`config.mk`:
```
export PLATFORM = sky130hd
export DESIGN_NAME = aebk_ram
export DESIGN_NICKNAME = d
export VERILOG_FILES = /design/src/design/aebk_ram.sv
export SDC_FILE = /design/constraint.sdc
export NUM_CORES = 1
export LEC_CHECK = 0
export ABC_AREA = 0
export BUFFER_PORTS_ARGS = -buffer_cell sky130_fd_sc_hd__buf_2
export CAP_MARGIN = 20
export CORE_UTILIZATION = 60
export DETAILED_ROUTE_END_ITERATION = 12
export GPL_TIMING_DRIVEN = 1
export PLACE_DENSITY_LB_ADDON = 0.15
export SETUP_SLACK_MARGIN = 0.1
export SLEW_MARGIN = 20
export SYNTH_ARGS = -nofsm -noshare
export SYNTH_HDL_FRONTEND = slang
export SYNTH_SLANG_ARGS = --single-unit
```
`constraint.sdc`:
```
create_clock -name clk -period 2.1 [get_ports clk]
set_clock_uncertainty 0.1 [all_clocks]
set_input_delay 0.21 -clock clk [delete_from_list [all_inputs] [get_ports clk]]
set_output_delay 0.21 -clock clk [all_outputs]
set_load 0.1 [all_outputs]
```
`src/design/aebk_ram.sv`:
```
module aebk_ram #(
	parameter int WIDTH = 8,
	parameter int DEPTH = 16
) (
	input  logic                                 clk,
	input  logic                                 we,
	input  logic [((DEPTH > 1) ? $clog2(DEPTH) : 1)-1:0] waddr,
	input  logic [WIDTH-1:0]                     wdata,
	input  logic                                 re,
	input  logic [((DEPTH > 1) ? $clog2(DEPTH) : 1)-1:0] raddr,
	output logic [WIDTH-1:0]                     rdata
);

	logic [WIDTH-1:0] mem [DEPTH];
	logic [WIDTH-1:0] rdata_q;

	// Single write port, registered read that holds between reads
	always_ff @(posedge clk) begin
		if (we) begin
			mem[waddr] <= wdata;
		end
		if (re) begin
			rdata_q <= mem[raddr];
		end
	end

	assign rdata = rdata_q;

endmodule

```
# --- Word level (Yosys, flattened, before mapping) ---
# Memories as Yosys holds them, arrays and structs flattened. A register that Yosys moved wholly into a read port is not among the register bits.
# Cells that the tools add are included.
# Widths: inputs -> output; s select.
classes:
  n_mux: 2
op_table:
  columns: ["cell", "n"]
  rows:
  - ["$mux 1", 2]
word_totals:
  ram_bits: 128
  input_bits: 19
  register_bits: 0
  mem_count: 1
mem_list:
  columns: ["memory", "depth", "word_bits", "rd", "rd_clocked_by_memory_dff", "write_ports", "line", "rtl"]
  rows:
  - ["mem", 16, 8, 1, 1, 1, "14", "logic [WIDTH-1:0] mem [DEPTH];"]

# --- Logic depth before layout (Yosys ltp) ---
logic_depth:
  ltp_word: 2
  ltp_mapped: 5
  mapped_depth_nobuf: 3

# --- Least setup slack after synthesis ---
# OpenSTA, ideal clock, no wires.
synth_timing:
  path_kind: "input to register"
  start: "input waddr[2] (netlist name)"
  end: "memory mem[0][0], enable pin"
  path_slack_ns: 0.297
  arrival_ns: 1.320
  n_path_buf: 0
  required_ns: 1.617
  path_stages: 2
  path_cell_list: "or3b_2 nor3_1"
synth_lines:
  columns: ["element", "line", "rtl"]
  rows:
  - ["from (decl)", "7", "input logic [((DEPTH > 1) ? $clog2(DEPTH) : 1)-1:0] waddr,"]
  - ["to (decl)", "14", null]
# Straight into the memory's write port.

==> summary.log <==
[sta] Setup TNS 0 ns
[sta] post-layout minimum cycle time 1.68 ns
[sta] Hold Vio Cnt, Final 0
[clock_network] Clock Tree Root sky130_fd_sc_hd__clkbuf_8
[place] Post-DP HPWL 6290 um
[floorplanning] die boundary height 95.3 um
[worst_setup_path] required time of the worst setup path 2.25 ns
[floorplanning] Die X-Extent 95.3 um
[clock_network] CTS H-tree lvls 4
[power] pwr dens 1000 nW/um^2
[place] Area after DPL 5620 um^2
[sta] Hold Worst Slack 0.124 ns
[finish] design area 6280 um^2
[detailed_routing] via count 2599
[detailed_routing] Routed Antenna Nets 0
[synth] top cell type's share of synthesized area 0.781
[worst_setup_path] Critical Path End Type flip-flop
[grt] global-route wire length before repair 15500 um
[synth] number of synthesized register bits 136
[finish] area delta synth->final 20.2%
[detailed_routing] initial DRC count 283
[sta] number of endpoints failing setup at the final stage 0
[finish] Filler Cell Count 469
[clock_network] TritonCTS clock tree yes
[floorplanning] Top-Level Pins 27
[place] number of input and output port buffers inserted 26
[finish] fraction of final layout cells sized beyond drive strength 1 0.324
[detailed_routing] Routed wire per std cell 24.6 um
[synth] ranking of synthesized cells by area sky130_fd_sc_hd__edfxtp_1 78%, sky130_fd_sc_hd__mux4_2 7.8%, sky130_fd_sc_hd__mux4_1 7.0%
[worst_setup_path] largest driver fanout on the critical path 1
[detailed_routing] # DRC 0
[detailed_routing] vias per cell 6.23
[place] last weighted congestion value of the routability-driven placer 0.803
[synth] Unique masters post-synth 18
[grt] number of global-route vias before repair 2640
[grt] antenna violations before repair 0
[sta] unrepaired setup endpoints after global routing false
[status] result of the run finished, final reports clean
[grt] remaining global-route overflow 0
[sta] worst slew margin relative to its limit 0.674
[synth] post-synthesis net count 248
[grt] total routing resource utilization after global routing 0.261
[floorplanning] Placement Rows 33
[worst_setup_path] Worst Path Class, Setup flip-flop to flip-flop
[hold_path] min-delay worst type input pin to flip-flop
[floorplanning] initial cell density of the core 0.627
[job] max-cap check violation count 0
[clock_network] Bufs on Longest Clock Path 2
[clock_network] worst skew pair latency 0.52 ns
[floorplanning] Die ar. 9090 um^2
[power] peak supply drop 0.757 mV
[synth] Synth Cell Area 5230 um^2
[sta] Tightest Pin Transition 0.493 ns
[synth] portion of the post-synthesis area used by sequential elements 0.781
[clock_network] Gates resized, CTS repair 0
[synth] count of synthesis-stage warnings from yosys 0
[finish] number of nets in the layout 318
[clock_network] number of clock sinks 136
[sta] Fmax achieved 0.594 GHz
[sta] Period Utilization, post-route 0.802
[grt] largest net degree at the start of global routing 33
[sta] number of max-slew violations in the final report 0
[worst_setup_path] Arr. time, crit path 1.83 ns
[power] Lkg Pwr 2.16 nW
[worst_setup_path] kind of start point of the critical path flip-flop
[clock_network] CTS clock-pin slew for the worst setup and hold paths 0.06 ns
[clock_network] cts bufs inserted 17
[synth] post-synthesis cell type with the largest combined area sky130_fd_sc_hd__edfxtp_1
[detailed_routing] detailed-router iteration count before antenna repair 5
[finish] n_diodes 0
[synth] post-synthesis average cell area 22.8 um^2
[synth] Cells after Synth 229
[detailed_routing] total wire length 10300 um
[floorplanning] Placeable Area 8340 um^2
synth_stat cells:
| master | number |
|---|---|
| sky130_fd_sc_hd__a22oi_1 | 16 |
| sky130_fd_sc_hd__and2_1 | 1 |
| sky130_fd_sc_hd__and2b_1 | 1 |
| sky130_fd_sc_hd__buf_2 | 3 |
| sky130_fd_sc_hd__buf_4 | 1 |
| sky130_fd_sc_hd__buf_6 | 3 |
| sky130_fd_sc_hd__clkdlybuf4s25_2 | 3 |
| sky130_fd_sc_hd__edfxtp_1 | 136 |
| sky130_fd_sc_hd__mux4_1 | 14 |
| sky130_fd_sc_hd__mux4_2 | 18 |
| sky130_fd_sc_hd__nand2_1 | 9 |
| sky130_fd_sc_hd__nand2b_1 | 2 |
| sky130_fd_sc_hd__nand3_1 | 1 |
| sky130_fd_sc_hd__nand3b_1 | 2 |
| sky130_fd_sc_hd__nor2_1 | 13 |
| sky130_fd_sc_hd__nor2b_1 | 1 |
| sky130_fd_sc_hd__nor3_1 | 4 |
| sky130_fd_sc_hd__or3b_2 | 1 |
metal layers:
metal / part of all wire / vias to the layer above / track usage
met4: 0.015 / 0 / 0.106
li1: - / 1132 / -
met1: 0.42 / 1317 / 0.367
met3: 0.069 / 14 / 0.0622
met5: 0 / - / 0
met2: 0.50 / 136 / 0.401
layout make-up:
type	instances	area [um^2]	share of cell area
clock inverters	13	146	0.0233
multi-input cells	83	1060	0.168
flip-flops and latches	136	4080	0.650
clock buffers	19	422	0.0671
well taps	105	131	0.0209
repair buffers	61	440	0.0701
what timing repair did:
action / in CTS / in global routing
hold buffers: 9 / 0
endpoints found under the hold margin: 136 / 0
setup buffers: 0 / 0
endpoints found under the setup margin: 0 / 0
path summary, 6_finish.rpt:
path	startpoint	to	slack [ns]	cells after the start
worst max-delay path	mem[10][4]	rdata[4]	0.42	3
worst min-delay path	waddr[0]	mem[0][7]	0.12	3
worst max register to register	mem[10][4]	rdata[4]	0.42	3
worst min register to register	mem[8][2]	rdata[2]	0.66	3
power breakdown:
part           switching, mW  internal [mW]  total, mW
sequential            0.0173           3.06       3.08
combinational          0.257          0.135      0.391
clock                   1.11           1.70       2.81
total                   1.39           4.89       6.28
logic make-up after synthesis:
kind of cell | synth area share
AO/OA/AOI/OAI | 0.0230
flip-flops | 0.781
buffers and inverters | 0.0165
AND/OR/NAND/NOR | 0.0314
multiplexers | 0.148
metrics by stage:
step | util | instances | power (mW) | setup WS, ns
after global routing | 0.753 | 417 | 6.45 | 0.358
after CTS | 0.753 | 417 | 6.30 | 0.402
after global placement | 0.674 | 376 | 3.50 | 0.125
final | 0.753 | 417 | 6.28 | 0.417
after detailed placement | 0.674 | 376 | 3.51 | 0.102
after floorplan | - | 229 | 3.38 | 0.297
registers in the layout, summed over array words and instances (netlist names):
signal,count
mem,128
rdata,8
layout by cell type, fill, tap and decap left out:
cell / n
sky130_fd_sc_hd__buf_4: 24
sky130_fd_sc_hd__and2_1: 1
sky130_fd_sc_hd__nand3b_1: 2
sky130_fd_sc_hd__dlygate4sd3_1: 9
sky130_fd_sc_hd__clkbuf_16: 16
sky130_fd_sc_hd__clkbuf_1: 2
sky130_fd_sc_hd__and2b_1: 1
sky130_fd_sc_hd__clkbuf_8: 1
sky130_fd_sc_hd__nand2b_1: 2
sky130_fd_sc_hd__inv_6: 3
sky130_fd_sc_hd__nor2b_1: 1
sky130_fd_sc_hd__nor3_1: 4
sky130_fd_sc_hd__bufinv_16: 2
sky130_fd_sc_hd__clkinv_2: 1
sky130_fd_sc_hd__buf_12: 2
sky130_fd_sc_hd__nor2_1: 13
sky130_fd_sc_hd__a22oi_1: 16
sky130_fd_sc_hd__edfxtp_1: 136
sky130_fd_sc_hd__nand3_1: 1
sky130_fd_sc_hd__mux4_1: 14
sky130_fd_sc_hd__or3b_2: 1
sky130_fd_sc_hd__nand2_1: 9
sky130_fd_sc_hd__clkinv_4: 2
sky130_fd_sc_hd__clkinvlp_4: 5
sky130_fd_sc_hd__buf_2: 26
sky130_fd_sc_hd__mux4_2: 18
worst max-delay path, cell delays in order, from the launching register on:
cell	delay (ns)
sky130_fd_sc_hd__edfxtp_1	0.37
sky130_fd_sc_hd__mux4_1	0.51
sky130_fd_sc_hd__a22oi_1	0.34
sky130_fd_sc_hd__nand2_1	0.10
(Power assumes the default switching activity.)
