File: config.mk
export PLATFORM = sky130hd
export DESIGN_NAME = aebk_update
export DESIGN_NICKNAME = d
export VERILOG_FILES = /design/src/design/aebk_pkg.sv /design/src/design/aebk_update.sv
export SDC_FILE = /design/constraint.sdc
export NUM_CORES = 1
export LEC_CHECK = 0
export BUFFER_PORTS_ARGS = -buffer_cell sky130_fd_sc_hd__buf_2
export CORE_MARGIN = 2
export CORE_UTILIZATION = 59
export DETAILED_ROUTE_END_ITERATION = 8
export MAX_ROUTING_LAYER = met4
export PLACE_DENSITY = 0.84
export SLEW_MARGIN = 20
export SYNTH_ARGS = -nofsm -noshare
export SYNTH_HDL_FRONTEND = slang
export SYNTH_SLANG_ARGS = --single-unit
File: constraint.sdc
create_clock -name vclk -period 20.8
set_input_delay 1.04 -clock vclk [all_inputs]
set_output_delay 1.04 -clock vclk [all_outputs]
set_load 0.1 [all_outputs]
File: src/design/aebk_pkg.sv
package aebk_pkg;

	// Default bank size, handed to the top level parameters
	localparam int VOICES_DEF    = 8;
	localparam int OPERATORS_DEF = 2;
	localparam int ENV_TYPES_DEF = 2;

	// Envelope arithmetic
	localparam int LEVEL_TOP     = 65535;
	localparam int INTERP_SHIFT  = 5;
	localparam int PRODUCT_SHIFT = 16;
	localparam int LEVEL_W       = 17;
	localparam int INCR_W        = 18;
	localparam int PH_W          = 3;
	localparam int SAMPLE_W      = 16;

	typedef enum logic [1:0] {
		OP_TICK    = 2'd0,
		OP_TRIGGER = 2'd1,
		OP_RELEASE = 2'd2,
		OP_AUDIO   = 2'd3
	} op_t;

	typedef enum logic [PH_W-1:0] {
		PH_ATTACK  = 3'd0,
		PH_DECAY   = 3'd1,
		PH_SUSTAIN = 3'd2,
		PH_RELEASE = 3'd3,
		PH_QUICK   = 3'd4,
		PH_OFF     = 3'd5
	} phase_t;

	// One request
	typedef struct packed {
		op_t                        op;
		logic [2:0]                 voice;
		logic                       operator_index;
		logic                       env_type;
		logic [LEVEL_W-1:0]         attack_rate;
		logic [LEVEL_W-1:0]         decay_rate;
		logic [LEVEL_W-1:0]         sustain_level;
		logic [LEVEL_W-1:0]         release_rate;
		logic signed [SAMPLE_W-1:0] sample_in;
	} aebk_req_t;

	// One result
	typedef struct packed {
		logic [15:0]                env_level;
		phase_t                     phase_now;
		logic                       is_open;
		logic signed [SAMPLE_W-1:0] sample_out;
	} aebk_rsp_t;

	// Per-envelope values held in the data RAM
	typedef struct packed {
		logic [LEVEL_W-1:0]       level;
		logic [LEVEL_W-1:0]       out_val;
		logic [LEVEL_W-1:0]       tgt_val;
		logic signed [INCR_W-1:0] incr;
	} aebk_entry_t;

	// Lookup status handed to the update logic
	typedef struct packed {
		logic   ent_ok;
		phase_t phase_old;
	} aebk_ctl_t;

endpackage

File: src/design/aebk_update.sv
module aebk_update import aebk_pkg::*; (
	input  aebk_req_t   req,
	input  aebk_ctl_t   ctl,
	input  aebk_entry_t ent,
	output aebk_entry_t ent_new,
	output phase_t      phase_new,
	output aebk_rsp_t   rsp
);

	localparam int PROD_W = SAMPLE_W + LEVEL_W + 1;
	localparam logic [LEVEL_W-1:0] TOP_L = LEVEL_W'(LEVEL_TOP);

	logic [LEVEL_W-1:0]        sus_sat;
	logic [LEVEL_W-1:0]        lv_new;
	logic [LEVEL_W+1:0]        sum_a;
	logic signed [LEVEL_W+1:0] dif_d;
	logic signed [LEVEL_W+1:0] dif_r;
	phase_t                    tick_phase;
	logic signed [INCR_W-1:0]  diff;
	logic signed [LEVEL_W+1:0] out_sum;
	logic [LEVEL_W-1:0]        out_sat;
	logic signed [PROD_W-1:0]  prod;

	// Envelope step on a tick
	always_comb begin
		sus_sat    = (req.sustain_level > TOP_L) ? TOP_L : req.sustain_level;
		sum_a      = {2'b00, ent.level} + {2'b00, req.attack_rate};
		dif_d      = $signed({2'b00, ent.level}) - $signed({2'b00, req.decay_rate});
		dif_r      = $signed({2'b00, ent.level}) - $signed({2'b00, req.release_rate});
		lv_new     = ent.level;
		tick_phase = ctl.phase_old;
		case (ctl.phase_old)
			PH_ATTACK: begin
				// stays in attack when the sum lands exactly on top
				if (sum_a > {2'b00, TOP_L}) begin
					lv_new     = TOP_L;
					tick_phase = PH_DECAY;
				end else begin
					lv_new = sum_a[LEVEL_W-1:0];
				end
			end
			PH_DECAY: begin
				if (dif_d < $signed({2'b00, sus_sat})) begin
					lv_new     = sus_sat;
					tick_phase = PH_SUSTAIN;
				end else begin
					lv_new = dif_d[LEVEL_W-1:0];
				end
			end
			PH_SUSTAIN: begin
				lv_new = sus_sat;
			end
			PH_RELEASE: begin
				if (dif_r[LEVEL_W+1]) begin
					lv_new     = '0;
					tick_phase = PH_OFF;
				end else begin
					lv_new = dif_r[LEVEL_W-1:0];
				end
			end
			PH_QUICK: begin
				lv_new     = '0;
				tick_phase = PH_ATTACK;
			end
			default: ;
		endcase
		diff = $signed({1'b0, lv_new}) - $signed({1'b0, ent.tgt_val});
	end

	// Sample scaling and output drift on audio
	always_comb begin
		prod    = PROD_W'(req.sample_in) * PROD_W'($signed({1'b0, ent.out_val}));
		out_sum = $signed({2'b00, ent.out_val}) + (LEVEL_W+2)'(ent.incr);
		if (out_sum[LEVEL_W+1]) begin
			out_sat = '0;
		end else if (out_sum > $signed({2'b00, TOP_L})) begin
			out_sat = TOP_L;
		end else begin
			out_sat = out_sum[LEVEL_W-1:0];
		end
	end

	// New entry, new phase and result by op
	always_comb begin
		ent_new       = ent;
		phase_new     = ctl.phase_old;
		rsp.env_level = ent.out_val[15:0];
		rsp.phase_now = ctl.phase_old;
		rsp.is_open   = (ent.level != '0);
		rsp.sample_out = '0;
		case (req.op)
			OP_TICK: begin
				ent_new.level    = lv_new;
				ent_new.out_val  = ent.tgt_val;
				ent_new.tgt_val  = lv_new;
				ent_new.incr     = diff >>> INTERP_SHIFT;
				phase_new        = tick_phase;
				rsp.env_level    = ent.tgt_val[15:0];
				rsp.phase_now    = tick_phase;
				rsp.is_open      = (lv_new != '0);
			end
			OP_TRIGGER: begin
				phase_new     = PH_QUICK;
				rsp.phase_now = PH_QUICK;
			end
			OP_RELEASE: begin
				phase_new     = PH_RELEASE;
				rsp.phase_now = PH_RELEASE;
			end
			OP_AUDIO: begin
				ent_new.out_val = out_sat;
				rsp.env_level   = out_sat[15:0];
				rsp.sample_out  = prod[PRODUCT_SHIFT +: SAMPLE_W];
			end
			default: ;
		endcase
		// envelope outside the bank reads as off
		if (!ctl.ent_ok) begin
			rsp.env_level  = '0;
			rsp.phase_now  = PH_OFF;
			rsp.is_open    = 1'b0;
			rsp.sample_out = '0;
		end
	end

endmodule
# ---- Word level (Yosys, flattened, before mapping)
# Cells that the tools add are included.
dict set report totals {
  out_inout_bits 108
  input_bits 164
  elab_cells 40
  register_bits 0
}
dict set report classes {
  add_sub_neg 5
  multipliers 1
  n_reduce_logical 4
  n_eq_ne 7
  muxes 19
  magnitude_cmp 4
}
# op count
set op_table {}
lappend op_table {{$mux 17} 7}
lappend op_table {{$pmux 17 s5} 1}
lappend op_table {{$sub 17x17->18} 3}
lappend op_table {{$mux 36} 1}
lappend op_table {{$mux 35} 1}
lappend op_table {{$pmux 17 s2} 1}
lappend op_table {{$reduce_bool 17->1} 2}
lappend op_table {{$mul 16x18->32} 1}
lappend op_table {{$pmux 16 s2} 1}
lappend op_table {{$add 18x18->19} 1}
lappend op_table {{$gt 19x17->1 const B} 1}
lappend op_table {{$add 17x17->18} 1}
lappend op_table {{$gt 18x16->1 const B} 1}
lappend op_table {{$lt 18x18->1} 1}
lappend op_table {{$gt 17x16->1 const B} 1}
lappend op_table {{$mux 16} 1}
lappend op_table {{$pmux 3 s4} 1}
lappend op_table {{$mux 3} 3}
lappend op_table {{$pmux 3 s3} 1}
lappend op_table {{$eq 3x2->1 const B} 2}
lappend op_table {{$eq 2x2->1 const B} 2}
lappend op_table {{$eq 3x1->1 const B} 1}
lappend op_table {{$eq 3x3->1 const B} 1}
lappend op_table {{$logic_not 3->1} 1}
lappend op_table {{3 further kinds} 3}

# ---- Longest topological paths before layout
# Gate-level depths: netlist (run 1).
dict set report depth {
  depth_word 8
  ltp_mapped 33
  mapped_depth_nobuf 31
}

# ---- Worst setup path before layout (run 1)
# No wires, ideal clock.
dict set report synth_timing {
  path_type {input to output}
  startpoint {input req[52] in the netlist's numbering}
  endpoint {output ent_new[10] in the netlist's numbering}
  arrival_time_ns 9.810
  setup_slack_ns 9.950
  n_path_buf 1
  stages 28
  t_required_ns 19.760
  path_cell_list {inv_1 > ha_1 > nor2b_1 > o31ai_1 > a211oi_1 > or4_1 > a41oi_1 > o21ai_0 > xor2_1 > ha_1 > and3_1 > nand3_1 > o211a_4 > nor2_1 > clkbuf_1 > a211oi_1 > o21ai_0 > a31oi_1 > ha_1 > a21o_1 > a21o_1 > a21oi_1 > nor2b_1 > o21ai_0 > nand2b_1 > o41ai_4 > o21ai_0 > o311ai_0}
}
# item line_no
set synth_lines {}
lappend synth_lines {{start: declaration} aebk_update.sv:2} ;# input aebk_req_t req,
lappend synth_lines {{end: declaration} aebk_update.sv:5} ;# output aebk_entry_t ent_new,

==> impl_metrics.py, run 1 <==
metrics = {
    "worst_setup_path": {
        "crit_required_ns": 19.76,
        "critPathLaunchType": "input pin",
        "cp-end-kind": "output pin",
        "critPathMaxFanout": 18,
        "cp.arrival_ns": 9.14,
        "criticalPathCategory": "input pin to output pin",
    },
    "placed_design": {
        "port-buffer-count": 267,
        "dpl.hpwl_mm": 42.9,
        "gp_congestion": 1.11,
        "place_inst": 2487,
    },
    "final_layout": {
        "register_area_sq_um": 0,
        "final_core_util": 0.659,
        "syn2layout_area_growth_pct": 10.2,
        "layout.nets": 2747,
        "layout-drive-gt1-share": 0.143,
        "final_cells": 2490,
        "design.seq.count": 0,
        "clkbuf_count": 0,
    },
    "synth": {
        "syn-num-nets": 2546,
        "synth_most_common_cell": "inv_1",
        "yosysTopAreaCell": "fa_1",
        "seq_area_frac_synth": 0,
        "synth_area_sq_um": 15000,
        "synthCells": 1958,
        "yosys.area.top_type_share": 0.281,
        "synth.avg_cell_area_sq_um": 7.67,
        "synth.distinct_cells": 87,
        "synth_area_leaders": "fa_1, ha_1, inv_1",
        "synthTopCellsByCount": "inv_1, nand2_1, ha_1, fa_1, and2_1",
        "yosysWarnings": 0,
    },
    "routing": {
        "drt-met1-wl_mm": 20.4,
        "drt-initial-drc-count": 1486,
        "wl_per_cell_um": 21.0,
        "drc_errors": 0,
        "dr.max_layer_used": "met4",
        "met3_length_mm": 5.64,
        "drt_wl_total_mm": 52.3,
        "wl_met2_mm": 24.0,
        "vias": 15503,
        "ant_nets": 0,
        "post_drt_via_cell_ratio": 6.23,
        "first_pass_iters": 5,
    },
    "grt": {
        "global_route.usage.total": 0.401,
        "grt_pass1_vias": 15508,
        "grt-ovfl-total": 0,
        "grt_pass1_wl_mm": 80.8,
        "grt_antenna_before_repair": 3,
        "grt_max_degree": 64,
    },
    "die": {
        "ios": 272,
        "start_util": 0.598,
        "die_w_um": 164,
        "die_h_um": 164,
        "die-area_sq_um": 26800,
        "core_sq_um": 25100,
        "rows": 58,
    },
    "clock_network": {
        "post_cts_buffers": 0,
        "cts_resized": 0,
        "cts_hold_buffers": 0,
    },
    "sta": {
        "fin_crit_sh": 0.489,
        "fmax_ghz": 0.0982,
        "fin_setup_tns_ns": 0,
        "maxSlewHeadroom": 0.361,
        "worstMarginPinSlew_ns": 0.956,
        "min_period_ns": 10.18,
        "hold_viol": 0,
        "hold_slack_ns": 2.61,
        "maxSlewViolCount": 0,
        "rsz0062_at_grt": "no",
        "setup_viol": 0,
    },
    "hold_path": {
        "hp-class": "input pin to output pin",
        "hp-start": "ent[33]",
        "holdPathStages": 4,
        "min_to": "ent_new[33]",
    },
    "flow_run": {
        "drv_cap": 0,
    },
    "run_status": {
        "outcome": "completed",
    },
}
==> metal layers <==
layer	GRT usage	vias up
met5	-	-
met3	0.0592	158
met4	0.157	0
met1	0.512	7480
li1	-	6905
met2	0.644	960
==> layout make-up <==
type                       instances  area [sq um]
timing repair buffer             275          1400
fill                            2207          8560
tap                              330           413
inverter                         328          1230
antenna                            3          7.51
multi-input combinational       1554         13500
==> stage by stage <==
step | setup slack (ns) | area, sq um
4_1_cts | 10.81 | 16500
5_1_grt | 10.33 | 16500
2_1_floorplan | 9.95 | 15000
6_report | 10.62 | 16500
3_5_place_dp | 10.84 | 16500
3_3_place_gp | 11.01 | 16500
==> cells by family after synthesis <==
kind of cell,Yosys count,synth area share
simple gates,629,0.201
buf+inv,404,0.102
xor+xnor,75,0.0437
fa+ha+maj,424,0.459
mux,9,0.00658
compound gates,416,0.188
other cells,1,0.000250
==> cells in the final DEF, fill, tap and decap left out, drive strengths merged, types with 50 or more instances in the layout <==
cell type | synthesis | routed
xnor2 | 50 | 50
ha | 213 | 213
inv | 327 | 327
o21ai | 98 | 98
nand2 | 261 | 261
buf | 11 | 275
fa | 211 | 211
nor2 | 107 | 107
and2 | 109 | 109
a21oi | 98 | 98
==> how the worst max path moves through the flow <==
stage | start | end | slack, ns | cells after the start
5_1_grt | ent[42] | rsp[13] | 10.33 | 26
3_5_place_dp | ent[43] | rsp[13] | 10.84 | 26
6_report | ent[43] | rsp[13] | 10.62 | 26
2_1_floorplan | req[52] | ent_new[10] | 9.95 | 28
4_1_cts | ent[43] | rsp[13] | 10.81 | 26
3_3_place_gp | ent[52] | ent_new[10] | 11.01 | 27
==> critical path, stage by stage <==
cell and delay (ns):
buf_2 0.43, nand2_1 0.17, fa_1 0.57, inv_1 0.06
fa_1 0.54, inv_1 0.06, fa_1 0.50, inv_1 0.05
fa_1 0.47, inv_1 0.06, fa_1 0.53, inv_1 0.07
fa_1 0.49, ha_1 0.31, nand4_1 0.09, a21oi_1 0.13
a21oi_1 0.09, a21oi_1 0.19, a21boi_0 0.70, a41o_1 0.41
a211oi_1 0.15, o31ai_1 0.65, nand3_1 0.20, or4b_2 0.64
nand3_1 0.11, buf_2 0.42
==> run 2, diff against run 1 <==
Settings changed: CORE_UTILIZATION 59 to 54, PLACE_DENSITY 0.84 to 0.81.
Clock period 20.8 ns to 8.8 ns, I/O delays scaled along.
==> run 2 against run 1 <==
  * First-iteration DRC count is essentially flat
  * Utilization shrank 4.7 points
  * Via count is essentially flat
  * Cell count grew 2.2%
==> impl_metrics.py, run 2 (same netlist as run 1, synthesis figures left out) <==
metrics = {
    "run_status": {
        "outcome": "completed",
    },
    "sta": {
        "finalWorstSetupSlack_ns": 0.562,
        "fmax_ghz": 0.121,
        "rsz0062_at_grt": "no",
        "hold_viol": 0,
        "maxSlewViolCount": 0,
        "fin_setup_tns_ns": 0,
        "worstMarginPinSlew_ns": 1.12,
        "fin_crit_sh": 0.936,
        "min_period_ns": 8.24,
        "maxSlewHeadroom": 0.248,
        "setup_viol": 0,
    },
    "routing": {
        "drc_errors": 0,
        "vias": 15494,
        "first_pass_iters": 5,
        "post_drt_via_cell_ratio": 6.09,
        "drt-initial-drc-count": 1485,
        "wl_per_cell_um": 20.6,
        "ant_nets": 0,
        "drt_wl_total_mm": 52.5,
    },
    "grt": {
        "grt-ovfl-total": 0,
        "global_route.usage.total": 0.371,
        "grt_antenna_before_repair": 3,
        "grt_max_degree": 63,
        "grt_pass1_wl_mm": 81.1,
        "grt_pass1_vias": 15029,
    },
    "pwr": {
        "p_int_w": 0.00172,
        "combPwrFrac": 1.000,
        "vdd_drop_max_mv": 0.419,
        "clkPwrFrac": 0,
        "p_leak_nw": 8.93,
        "p_per_area_nw_per_um2": 278,
        "p_seq_frac": 0,
        "p_sw_frac": 0.632,
        "switching_power_w": 0.00296,
    },
    "die": {
        "core_sq_um": 27600,
        "die_w_um": 171,
        "die_h_um": 171,
        "rows": 61,
        "ios": 272,
        "start_util": 0.545,
        "die-area_sq_um": 29200,
    },
    "worst_setup_path": {
        "crit_top_cell": "o21ai_0",
        "worst-path-buf-inv": 3,
        "crit_path_top_delay_cell": "o31ai_1",
        "criticalPathCategory": "input pin to output pin",
        "crit_family": "compound AO/OA/AOI/OAI gates",
        "crit_required_ns": 8.36,
        "cp-end-kind": "output pin",
        "critPathLaunchType": "input pin",
        "cpPeakStageDelay_ns": 0.63,
        "cp.arrival_ns": 7.80,
        "critPathMaxFanout": 8,
    },
    "final_layout": {
        "design.seq.count": 0,
        "layout.nets": 2755,
        "register_area_sq_um": 0,
        "layout-drive-gt1-share": 0.147,
        "layout_common_cells": "inv_1, nand2_1, buf_2, ha_1, fa_1",
        "final_common_cell": "inv_1",
        "syn2layout_area_growth_pct": 12.3,
        "clkbuf_count": 0,
    },
    "placed_design": {
        "port-buffer-count": 267,
        "dp_slack_ns": 0.691,
        "dpl.hpwl_mm": 43.8,
        "gp_congestion": 1.07,
    },
    "hold_path": {
        "hp-class": "input pin to output pin",
    },
    "flow_run": {
        "drv_cap": 0,
    },
}
## run 2: layout make-up
cell class,count,area (sq um)
diodes,3,7.51
well taps,378,473
fillers,2451,10700
inverters,328,1230
multi-input cells,1554,13500
repair buffers,283,1650
## run 2: power groups by stage
stage	registers (W)	clock network, W	logic (W)
finish	0	0.0000000000456	0.00468
CTS	0	0	0.00466
global placement	0	0	0.00452
floorplan	0	0	0.00361
global route	0	0.0000000000456	0.00520
detailed placement	0	0	0.00462
## run 2: routing by layer
metal	part of all wire	vias to the layer above	track usage
met5	0	-	-
met4	0.053	0	0.151
met3	0.097	170	0.0483
met2	0.45	913	0.587
met1	0.40	7496	0.481
li1	-	6915	-
## run 2: path summary, 6_finish.rpt
| kind | start | to | cells after the start |
|---|---|---|---|
| setup / recovery | ent[52] | ent_new[9] | 30 |
| hold / removal | ent[13] | ent_new[13] | 4 |
## run 2: stage by stage
stage	utilization	hold WS [ns]	total power (W)	std cells	cell area, sq um
6_report	0.612	1.35	0.00468	2546	16900
5_1_grt	0.612	1.36	0.00520	2546	16900
4_1_cts	0.612	1.34	0.00466	2543	16900
3_5_place_dp	0.612	1.33	0.00462	2543	16900
3_3_place_gp	0.612	1.33	0.00452	2543	16900
2_1_floorplan	-	1.28	0.00361	1958	15000
## run 2: repair_timing
| action | in CTS | in global routing |
|---|---|---|
| setup endpoints to repair | 0 | 1 |
| hold buffers | 0 | 0 |
| hold endpoints to repair | 0 | 0 |
| setup buffers | 0 | 0 |
| resized for setup | 0 | 1 |
No activity file was read; power rests on OpenSTA's default activity.
==> run 3, diff against run 2 <==
Settings changed: CORE_UTILIZATION 54 to 50, PLACE_DENSITY 0.81 to 0.73.
Clock period 8.8 ns to 9.6 ns, I/O delays scaled along.
==> run 3 against run 2 <==
  * Setup slack improved by 0.23 ns
  * Sequential cell count unchanged
  * Via count decreased by 2.3%
  * First-iteration DRC count decreased by 15%
  * Sequential share of layout area unchanged
  * Non-clock buffer count decreased by 8
  * Total power decreased by 11%
  * Worst hold slack improved by 0.15 ns
  * Utilization decreased by 5.2 points
  * Clock-buffer cell count unchanged
  * Cell area decreased by 1.5%
  * Wire length increased by 2.3%
==> impl_metrics.py, run 3 (same netlist as run 1, synthesis figures left out) <==
metrics = {
    "grt": {
        "grt_max_degree": 63,
        "grt-ovfl-total": 0,
        "grt_pass1_wl_mm": 82.7,
        "grt_pass1_vias": 14704,
        "grt_antenna_before_repair": 2,
        "global_route.usage.total": 0.350,
    },
    "worst_setup_path": {
        "crit_top_cell": "ha_1",
        "crit_required_ns": 9.12,
        "criticalPathCategory": "input pin to output pin",
        "critPathMaxFanout": 8,
        "cp.arrival_ns": 8.33,
        "cp-end-kind": "output pin",
        "critPathLaunchType": "input pin",
        "crit_path_top_delay_cell": "o31ai_1",
        "crit_family": "compound AO/OA/AOI/OAI gates",
        "worst-path-buf-inv": 5,
        "cpPeakStageDelay_ns": 0.67,
    },
    "die": {
        "core_sq_um": 29600,
        "ios": 272,
        "rows": 63,
        "die_h_um": 177,
        "die-area_sq_um": 31400,
        "start_util": 0.507,
        "die_w_um": 177,
    },
    "clock_network": {
        "post_cts_buffers": 0,
        "cts_hold_buffers": 0,
        "cts_resized": 0,
    },
    "routing": {
        "drt_wl_total_mm": 53.7,
        "ant_nets": 0,
        "wl_per_cell_um": 21.1,
        "vias": 15133,
        "drt-initial-drc-count": 1265,
        "first_pass_iters": 5,
        "drc_errors": 0,
        "post_drt_via_cell_ratio": 5.94,
    },
    "sta": {
        "finalWorstSetupSlack_ns": 0.789,
        "fin_crit_sh": 0.918,
        "setup_viol": 0,
        "maxSlewViolCount": 0,
        "fin_setup_tns_ns": 0,
        "worstMarginPinSlew_ns": 1.02,
        "fmax_ghz": 0.114,
        "min_period_ns": 8.81,
        "rsz0062_at_grt": "no",
        "hold_viol": 0,
        "maxSlewHeadroom": 0.319,
    },
    "final_layout": {
        "clkbuf_count": 0,
        "syn2layout_area_growth_pct": 10.7,
        "layout_common_cells": "inv_1, buf_2, nand2_1, ha_1, fa_1",
        "final_common_cell": "inv_1",
        "design.seq.count": 0,
        "layout-drive-gt1-share": 0.143,
        "register_area_sq_um": 0,
        "layout.nets": 2747,
    },
    "placed_design": {
        "dp_slack_ns": 0.928,
        "dpl.hpwl_mm": 44.7,
        "port-buffer-count": 267,
        "gp_congestion": 1.03,
    },
    "pwr": {
        "vdd_drop_max_mv": 0.475,
        "p_per_area_nw_per_um2": 252,
        "p_leak_nw": 8.82,
    },
    "hold_path": {
        "hp-class": "input pin to output pin",
    },
    "run_status": {
        "outcome": "completed",
    },
    "flow_run": {
        "drv_cap": 0,
    },
}
run 3: changes by cell type in the layout (fill, tap and decap cells not counted), sizes merged:
cell   change
buf        -8
diode      -1
run 3: layer usage:
layer  GRT usage  routed length (um)  vias to the layer above
li1            -                   -                     6893
met1       0.487               23400                     7382
met2       0.548               23900                      749
met3      0.0251                4370                      109
met4       0.103                1980                        0
met5           -                   0                        -
run 3: final timing paths:
kind	start	to	slack [ns]	cells past startpoint
worst min-delay path	ent[12]	ent_new[12]	1.49	4
worst max-delay path	ent[52]	ent_new[17]	0.79	32
run 3: layout make-up:
type,count,area (sq um)
repair buffers,275,1400
fillers,2891,13000
diodes,2,5.00
inverters,328,1230
multi-input cells,1554,13500
well taps,390,488
run 3: power breakdown:
group,internal (W),switching (W),leakage [nW]
combinational,0.00151,0.00268,8.82
sequential,0,0,0
clock,0.0000000000279,0,0.0000127
total,0.00151,0.00268,8.82
run 3: per-stage QoR:
| stage | cell area (sq um) | utilization | hold WS, ns | total power [W] | cells |
|---|---|---|---|---|---|
| floorplan | 15000 | - | 1.36 | 0.00331 | 1958 |
| global placement | 16600 | 0.561 | 1.49 | 0.00406 | 2547 |
| detailed placement | 16600 | 0.561 | 1.49 | 0.00415 | 2547 |
| CTS | 16600 | 0.561 | 1.50 | 0.00419 | 2547 |
| global route | 16600 | 0.561 | 1.52 | 0.00467 | 2549 |
| finish | 16600 | 0.561 | 1.49 | 0.00418 | 2549 |
